--- config.mk ---
export PLATFORM = sky130hd
export DESIGN_NAME = rvs_alu
export DESIGN_NICKNAME = d
export VERILOG_FILES = /design/src/sv/rvs_pkg.sv /design/src/sv/rvs_alu.sv
export SDC_FILE = /design/constraint.sdc
export NUM_CORES = 1
export LEC_CHECK = 0
export BUFFER_PORTS_ARGS = -buffer_cell sky130_fd_sc_hd__buf_2
export CORE_ASPECT_RATIO = 1.5
export CORE_UTILIZATION = 55
export DETAILED_ROUTE_END_ITERATION = 8
export PLACE_DENSITY = 0.84
export RECOVER_POWER = 50
export SYNTH_ARGS = -nofsm -noshare
export SYNTH_HDL_FRONTEND = slang
export SYNTH_SLANG_ARGS = --single-unit
--- constraint.sdc ---
create_clock -name vclk -period 10.2
set_clock_uncertainty 0.1 [all_clocks]
set_input_delay 1.02 -clock vclk [all_inputs]
set_output_delay 1.02 -clock vclk [all_outputs]
set_load 0.005 [all_outputs]
--- src/sv/rvs_pkg.sv ---
package rvs_pkg;

    localparam int unsigned MEM_WORDS_DEF = 4096;

    localparam logic [6:0] OP_LUI    = 7'h37;
    localparam logic [6:0] OP_AUIPC  = 7'h17;
    localparam logic [6:0] OP_JAL    = 7'h6F;
    localparam logic [6:0] OP_JALR   = 7'h67;
    localparam logic [6:0] OP_BRANCH = 7'h63;
    localparam logic [6:0] OP_LOAD   = 7'h03;
    localparam logic [6:0] OP_STORE  = 7'h23;
    localparam logic [6:0] OP_IMM    = 7'h13;
    localparam logic [6:0] OP_REG    = 7'h33;
    localparam logic [6:0] OP_SYSTEM = 7'h73;
    localparam logic [6:0] F7_ALT    = 7'h20;
    localparam logic [31:0] EBREAK_WORD = 32'h0010_0073;

    localparam logic CMD_MEM_WRITE = 1'b0;
    localparam logic CMD_EXECUTE   = 1'b1;

    typedef enum logic [2:0] {
        ALU_ADD  = 3'd0,
        ALU_SLL  = 3'd1,
        ALU_SLT  = 3'd2,
        ALU_SLTU = 3'd3,
        ALU_XOR  = 3'd4,
        ALU_SR   = 3'd5,
        ALU_OR   = 3'd6,
        ALU_AND  = 3'd7
    } t_alu_op;

    typedef enum logic [2:0] {
        ST_IDLE,
        ST_FETCH,
        ST_DECODE,
        ST_EXEC,
        ST_MEM,
        ST_DONE
    } t_state;

    typedef struct packed {
        t_alu_op op;
        logic    alt;
    } t_alu_ctl;

endpackage

--- src/sv/rvs_alu.sv ---
module rvs_alu (
    input  rvs_pkg::t_alu_ctl i_ctl,
    input  logic [31:0]       i_a,
    input  logic [31:0]       i_b,
    output logic [31:0]       o_y
);

    logic [4:0]  sh;
    logic [32:0] diff;

    assign sh   = i_b[4:0];
    assign diff = {1'b0, i_a} - {1'b0, i_b};

    always_comb begin
        unique case (i_ctl.op)
            rvs_pkg::ALU_ADD:  o_y = i_ctl.alt ? diff[31:0] : i_a + i_b;
            rvs_pkg::ALU_SLL:  o_y = i_a << sh;
            rvs_pkg::ALU_SLT:  o_y = {31'd0, (i_a[31] ^ i_b[31]) ? i_a[31] : diff[32]};
            rvs_pkg::ALU_SLTU: o_y = {31'd0, diff[32]};
            rvs_pkg::ALU_XOR:  o_y = i_a ^ i_b;
            rvs_pkg::ALU_SR:   o_y = i_ctl.alt ? 32'($signed(i_a) >>> sh) : i_a >> sh;
            rvs_pkg::ALU_OR:   o_y = i_a | i_b;
            rvs_pkg::ALU_AND:  o_y = i_a & i_b;
            default:           o_y = i_a & i_b;
        endcase
    end

endmodule

======== Word level (Yosys, flattened, before mapping) ========
Index checks and enable logic that the tools add are counted.
word-level totals
  register bits ........................... 0
  input bits .............................. 68
  output and inout port bits .............. 32
  logic and storage cells ................. 21
cells by class
  add/sub/neg operators ................... 2
  equality and inequality tests ........... 7
  shift-type cells ........................ 3
  mux-type cells .......................... 4
  bitwise gates (word level) .............. 4
  reduce and logical (&&, ||, !) cells .... 1
operator list
  kind                                           number
  one-hot mux 32 bit (8 select lines)            1
  two-way mux 32 bit                             2
  subtractor 32 x 32 -> 33 bit                   1
  adder 32 bit                                   1
  bitwise AND 32 bit                             1
  OR 32 bit                                      1
  left shift 32 x 5 -> 32 bit                    1
  >> shifter 32 x 5 -> 32 bit                    1
  >>> shifter 32 x 5 -> 32 bit                   1
  XOR 32 bit                                     1
  == test 3 bit, second input constant           4
  == test 3 x 2 -> 1 bit, second input constant  2
  == test 3 x 1 -> 1 bit, second input constant  1
  zero test 3 bit                                1
  two-way mux 1 bit                              1
  XOR 1 bit                                      1

======== Depth between registers and ports, before layout ========
  depth after elaboration ................. 3
  depth in mapped cells ................... 15
  gate-level depth less buffers ........... 12

======== Worst setup path before layout ========
OpenSTA, ideal clock, no wires.
  path kind ............................... in2out
  start point ............................. in i_b[2]
  end point ............................... out o_y[26]
  arrival time ............................ 3.995 ns
  required time ........................... 9.080 ns
  path slack .............................. 5.085 ns
  stages on the path ...................... 15
  path buffers ............................ 4
  path through ............................ buf_2 -> inv_1 -> buf_2 -> buf_1 -> ha_1 -> buf_6 -> nor2b_1 -> o211a_1 -> o21a_1 -> a211oi_2 -> o21ai_1 -> a311oi_2 -> xnor2_1 -> nor3_2 -> a311o_1
between the ends
  cells in the longest elaborated chain, start to end .. 3
  elaborated cells on any way between the ends .. 8
  classes of those cells .................. 2 x add/sub; 3 x shift; 3 x mux
ends and longest elaborated chain
  what                                          RTL line                      RTL
  start, declared                               rvs_alu.sv:4                  input logic [31:0] i_b,
  adder 32 bit (tied with other cells)          rvs_alu.sv:16                 rvs_pkg::ALU_ADD: o_y = i_ctl.alt ? diff[31:0] : i_a + i_b;
  two-way mux 32 bit, on equally long branches  rvs_alu.sv:16, rvs_alu.sv:21
  one-hot mux 32 bit (8 select lines) *         rvs_alu.sv:15                 unique case (i_ctl.op)
  end, declared                                 rvs_alu.sv:5                  output logic [31:0] o_y
Mark *: on every way between the ends. The rest lies on a longest branch, timed or not.

======== Final worst setup path ========
  start point ............................. in i_b[0]
  end point ............................... out o_y[26]
Same word-level chain as after synthesis.

==> impl_results.md <==
* Status: finished, violations left
* Failing checks: capacitance limit, slew limit
* Hold Path Class: in -> out
* Clock buf count at 0
* WP buf/inv at 4
* CTS Hold Buffers Added at 0
* Layer with the highest usage: met2
* Total GRT Usage at 0.468
* Met2 GRT Util at 0.738
* Post-Syn Area per Cell at roughly 7 um^2
* Die X at 108 um
* Port buffer count at 100
* Crit-path cells: buf_4 -> clkbuf_1 -> inv_1 -> ha_1 -> nand2_1 -> a21oi_1 -> mux2_2 -> mux2i_1 -> o221ai_1 -> a311o_1 -> buf_2
* Worst setup SP type: input pin
* Rows at 57
* Measured slew at the worst slew-check pin at 2.75 ns
* Number of placed I/O pins at 100
* Final Hold Viols at 0
* Die height at ~160 um
* Starting DRC count in detailed routing at approximately 1,700
* Tmin final at about 7.9 ns
* Hold path cells at 4
* Post-Layout Inst Area at roughly 0.0095 mm^2
* Final setup TNS at 0 ns
* Delay-heaviest family, CP: buffers and inverters
* Max incr delay on CP at 2.00 ns
* Starting Density at 0.566
* Area growth from synthesis to layout at 2.53%
* Ys Warns at 0
* Final setup fails at 0
* CP Data Required Time at slightly above 9 ns
* Fraction of layout cells with a size suffix above 1 at 0.149
* Syn Std Cell Area at a little over 0.009 mm^2
* Core ar. at between 0.015 and 0.02 mm^2
* Slowest-stage cell, CP: clkbuf_1
* Die area at between 0.015 and 0.02 mm^2
* Area after DPL at around 0.0095 mm^2
* Critical setup path kind: in -> out
* ANT cells at 0
* Layout fillers at ~1,700
* Largest net degree at the start of global routing at between 80 and 90
* Fin crit share at 0.774
* Unrepaired setup endpoints after global routing: no
* Seq_cells at 0
* Leak at 4.09 nW
* Power density cells at approximately 63 mW/mm^2
* Post-Route WL at a little over 40,000 um
* Post CTS Setup Buffer Count at 0
* Met1 GRT Util at 0.590
* Grt ovf at 0
* Post-DP HPWL at slightly above 30,000 um
* Register area share after synthesis at 0
* Register area at 0 um^2
* Layout Nets at 1,515
* Max cap viols at 1
* Post-synth net total at 1,516
* Synth Instances at approximately 1,300
* Power Total at ~600 uW
* Peak supply drop at between 0.00003 and 0.00004 V
* Cell variety after synth at between 90 and 100
* Max-slew violation count at 49
* # DRC at 0
* Vias at about 11,000
* Antenna violations before repair at 1
* Hold Crit Start: i_ctl[3]
* Fmax at 127 MHz
* Wire length per cell at between 20 and 30 um
* Gp weighted congestion at between 1 and 1.5
* Slew HR at -0.834
* Via density at around 7.4
* Hold Path End: o_y[30]
* Remaining antenna violation count at 0
* CP Max Fanout at 48
* Worst Path Arrival at 6.77 ns
* Setup crit end kind: output pin
* Post-cts sizing count at 0
* Met3 Use GR at 0.100
* First-pass DRT Iterations at 7
* Via count of the first global-routing pass at between 10,000 and 15,000
* First-pass GRT wire length at about 62,000 um
[cell usage after synthesis, types with 6 or more instances]
library cell	instances	area share
a211o_1	7	0.0066
a211oi_1	29	0.024
a21o_1	12	0.0097
a21oi_1	126	0.068
a221oi_1	12	0.011
a22o_1	15	0.014
a22oi_1	11	0.0089
a31oi_1	16	0.011
buf_1	17	0.0069
buf_2	27	0.015
buf_4	11	0.0089
buf_6	9	0.011
clkbuf_1	49	0.020
ha_1	97	0.13
inv_1	110	0.045
inv_2	6	0.0024
mux2_2	11	0.013
mux2i_1	63	0.068
mux4_2	39	0.095
nand2_1	97	0.039
nand2b_1	6	0.0041
nand3_1	23	0.012
nand4_1	8	0.0054
nor2_1	157	0.064
nor2b_1	10	0.0068
nor3_1	29	0.016
nor4_1	7	0.0047
o211ai_1	24	0.019
o21a_1	9	0.0073
o21ai_0	109	0.059
o21ai_1	20	0.011
o21bai_1	6	0.0049
o221ai_1	17	0.016
o22ai_1	10	0.0068
o31ai_1	11	0.0089
or3_1	7	0.0047
xnor2_1	27	0.026
[per-stage QoR]
| step | hold WS (ns) | setup slack [ns] | utilization | cells |
|---|---|---|---|---|
| after CTS | 2.64 | 3.78 | 0.581 | 1552 |
| after global placement | 2.65 | 3.79 | 0.581 | 1552 |
| after detailed placement | 2.64 | 3.79 | 0.581 | 1552 |
| final | 2.66 | 2.31 | 0.580 | 1552 |
| after global routing | 2.70 | 1.97 | 0.580 | 1552 |
| after floorplan | 2.15 | 5.09 | - | 1349 |
[cell families after synthesis]
logic type	Yosys count	synth area share
buffers and inverters	237	0.116
and+or+nand+nor	369	0.181
xor gates and xnor gates	30	0.0284
muxes	113	0.177
AOI/OAI and AO/OA	501	0.363
adders and majority gates	99	0.136
[cell type report]
| cell class | count | area, um^2 | area share |
|---|---|---|---|
| Inverter | 120 | 450 | 0.0475 |
| Multi-Input combinational cell | 1112 | 8180 | 0.863 |
| Tap cell | 206 | 258 | 0.0272 |
| Timing Repair Buffer | 114 | 594 | 0.0627 |
[cells in the final DEF, fill, tap and decap left out, types with 5 or more instances in the layout]
| cell type | count |
|---|---|
| nand4_1 | 8 |
| mux2_2 | 11 |
| xnor2_1 | 27 |
| o211ai_1 | 24 |
| inv_1 | 109 |
| a221oi_1 | 12 |
| nand2b_1 | 6 |
| nor2_1 | 157 |
| o21bai_1 | 6 |
| a21oi_1 | 126 |
| or3_1 | 7 |
| nor4_1 | 7 |
| nand3_1 | 23 |
| o221ai_1 | 17 |
| buf_2 | 90 |
| mux4_2 | 39 |
| o21ai_1 | 15 |
| a21o_1 | 12 |
| and2_1 | 5 |
| a31oi_1 | 16 |
| o21ai_0 | 114 |
| clkbuf_1 | 9 |
| a211oi_1 | 29 |
| a22oi_1 | 11 |
| o31ai_1 | 11 |
| a211o_1 | 7 |
| a22o_1 | 15 |
| nand2_1 | 97 |
| nor3_1 | 29 |
| nor2b_1 | 10 |
| inv_2 | 7 |
| mux2i_1 | 63 |
| buf_4 | 14 |
| o22ai_1 | 10 |
| o21a_1 | 9 |
| ha_1 | 97 |
[report_power, final]
part | leakage (nW) | internal (mW) | switching, mW
logic | 4.09 | 0.211 | 0.387
registers | 0 | 0 | 0
clock network | 0 | 0 | 0
total | 4.09 | 0.211 | 0.387
[worst max path at each step]
stage	start	endpoint	slack (ns)	cells after the start
2_1_floorplan	i_b[2]	o_y[26]	5.09	15
3_3_place_gp	i_b[4]	o_y[28]	3.79	14
3_5_place_dp	i_b[4]	o_y[28]	3.79	14
4_1_cts	i_b[4]	o_y[28]	3.78	14
5_1_grt	i_b[0]	o_y[30]	1.97	11
6_report	i_b[0]	o_y[26]	2.31	11
[worst min-delay path, cell delays in order]
cell and delay (ns):
buf_2 0.29, a21oi_1 0.23, o21ai_1 0.08, buf_2 0.12
[routing by layer]
metal,wire [um],up-vias
li1,-,4958
met1,14700,5345
met2,18400,912
met3,5010,224
met4,2980,0
met5,0,-
No activity file was read; power rests on OpenSTA's default activity.
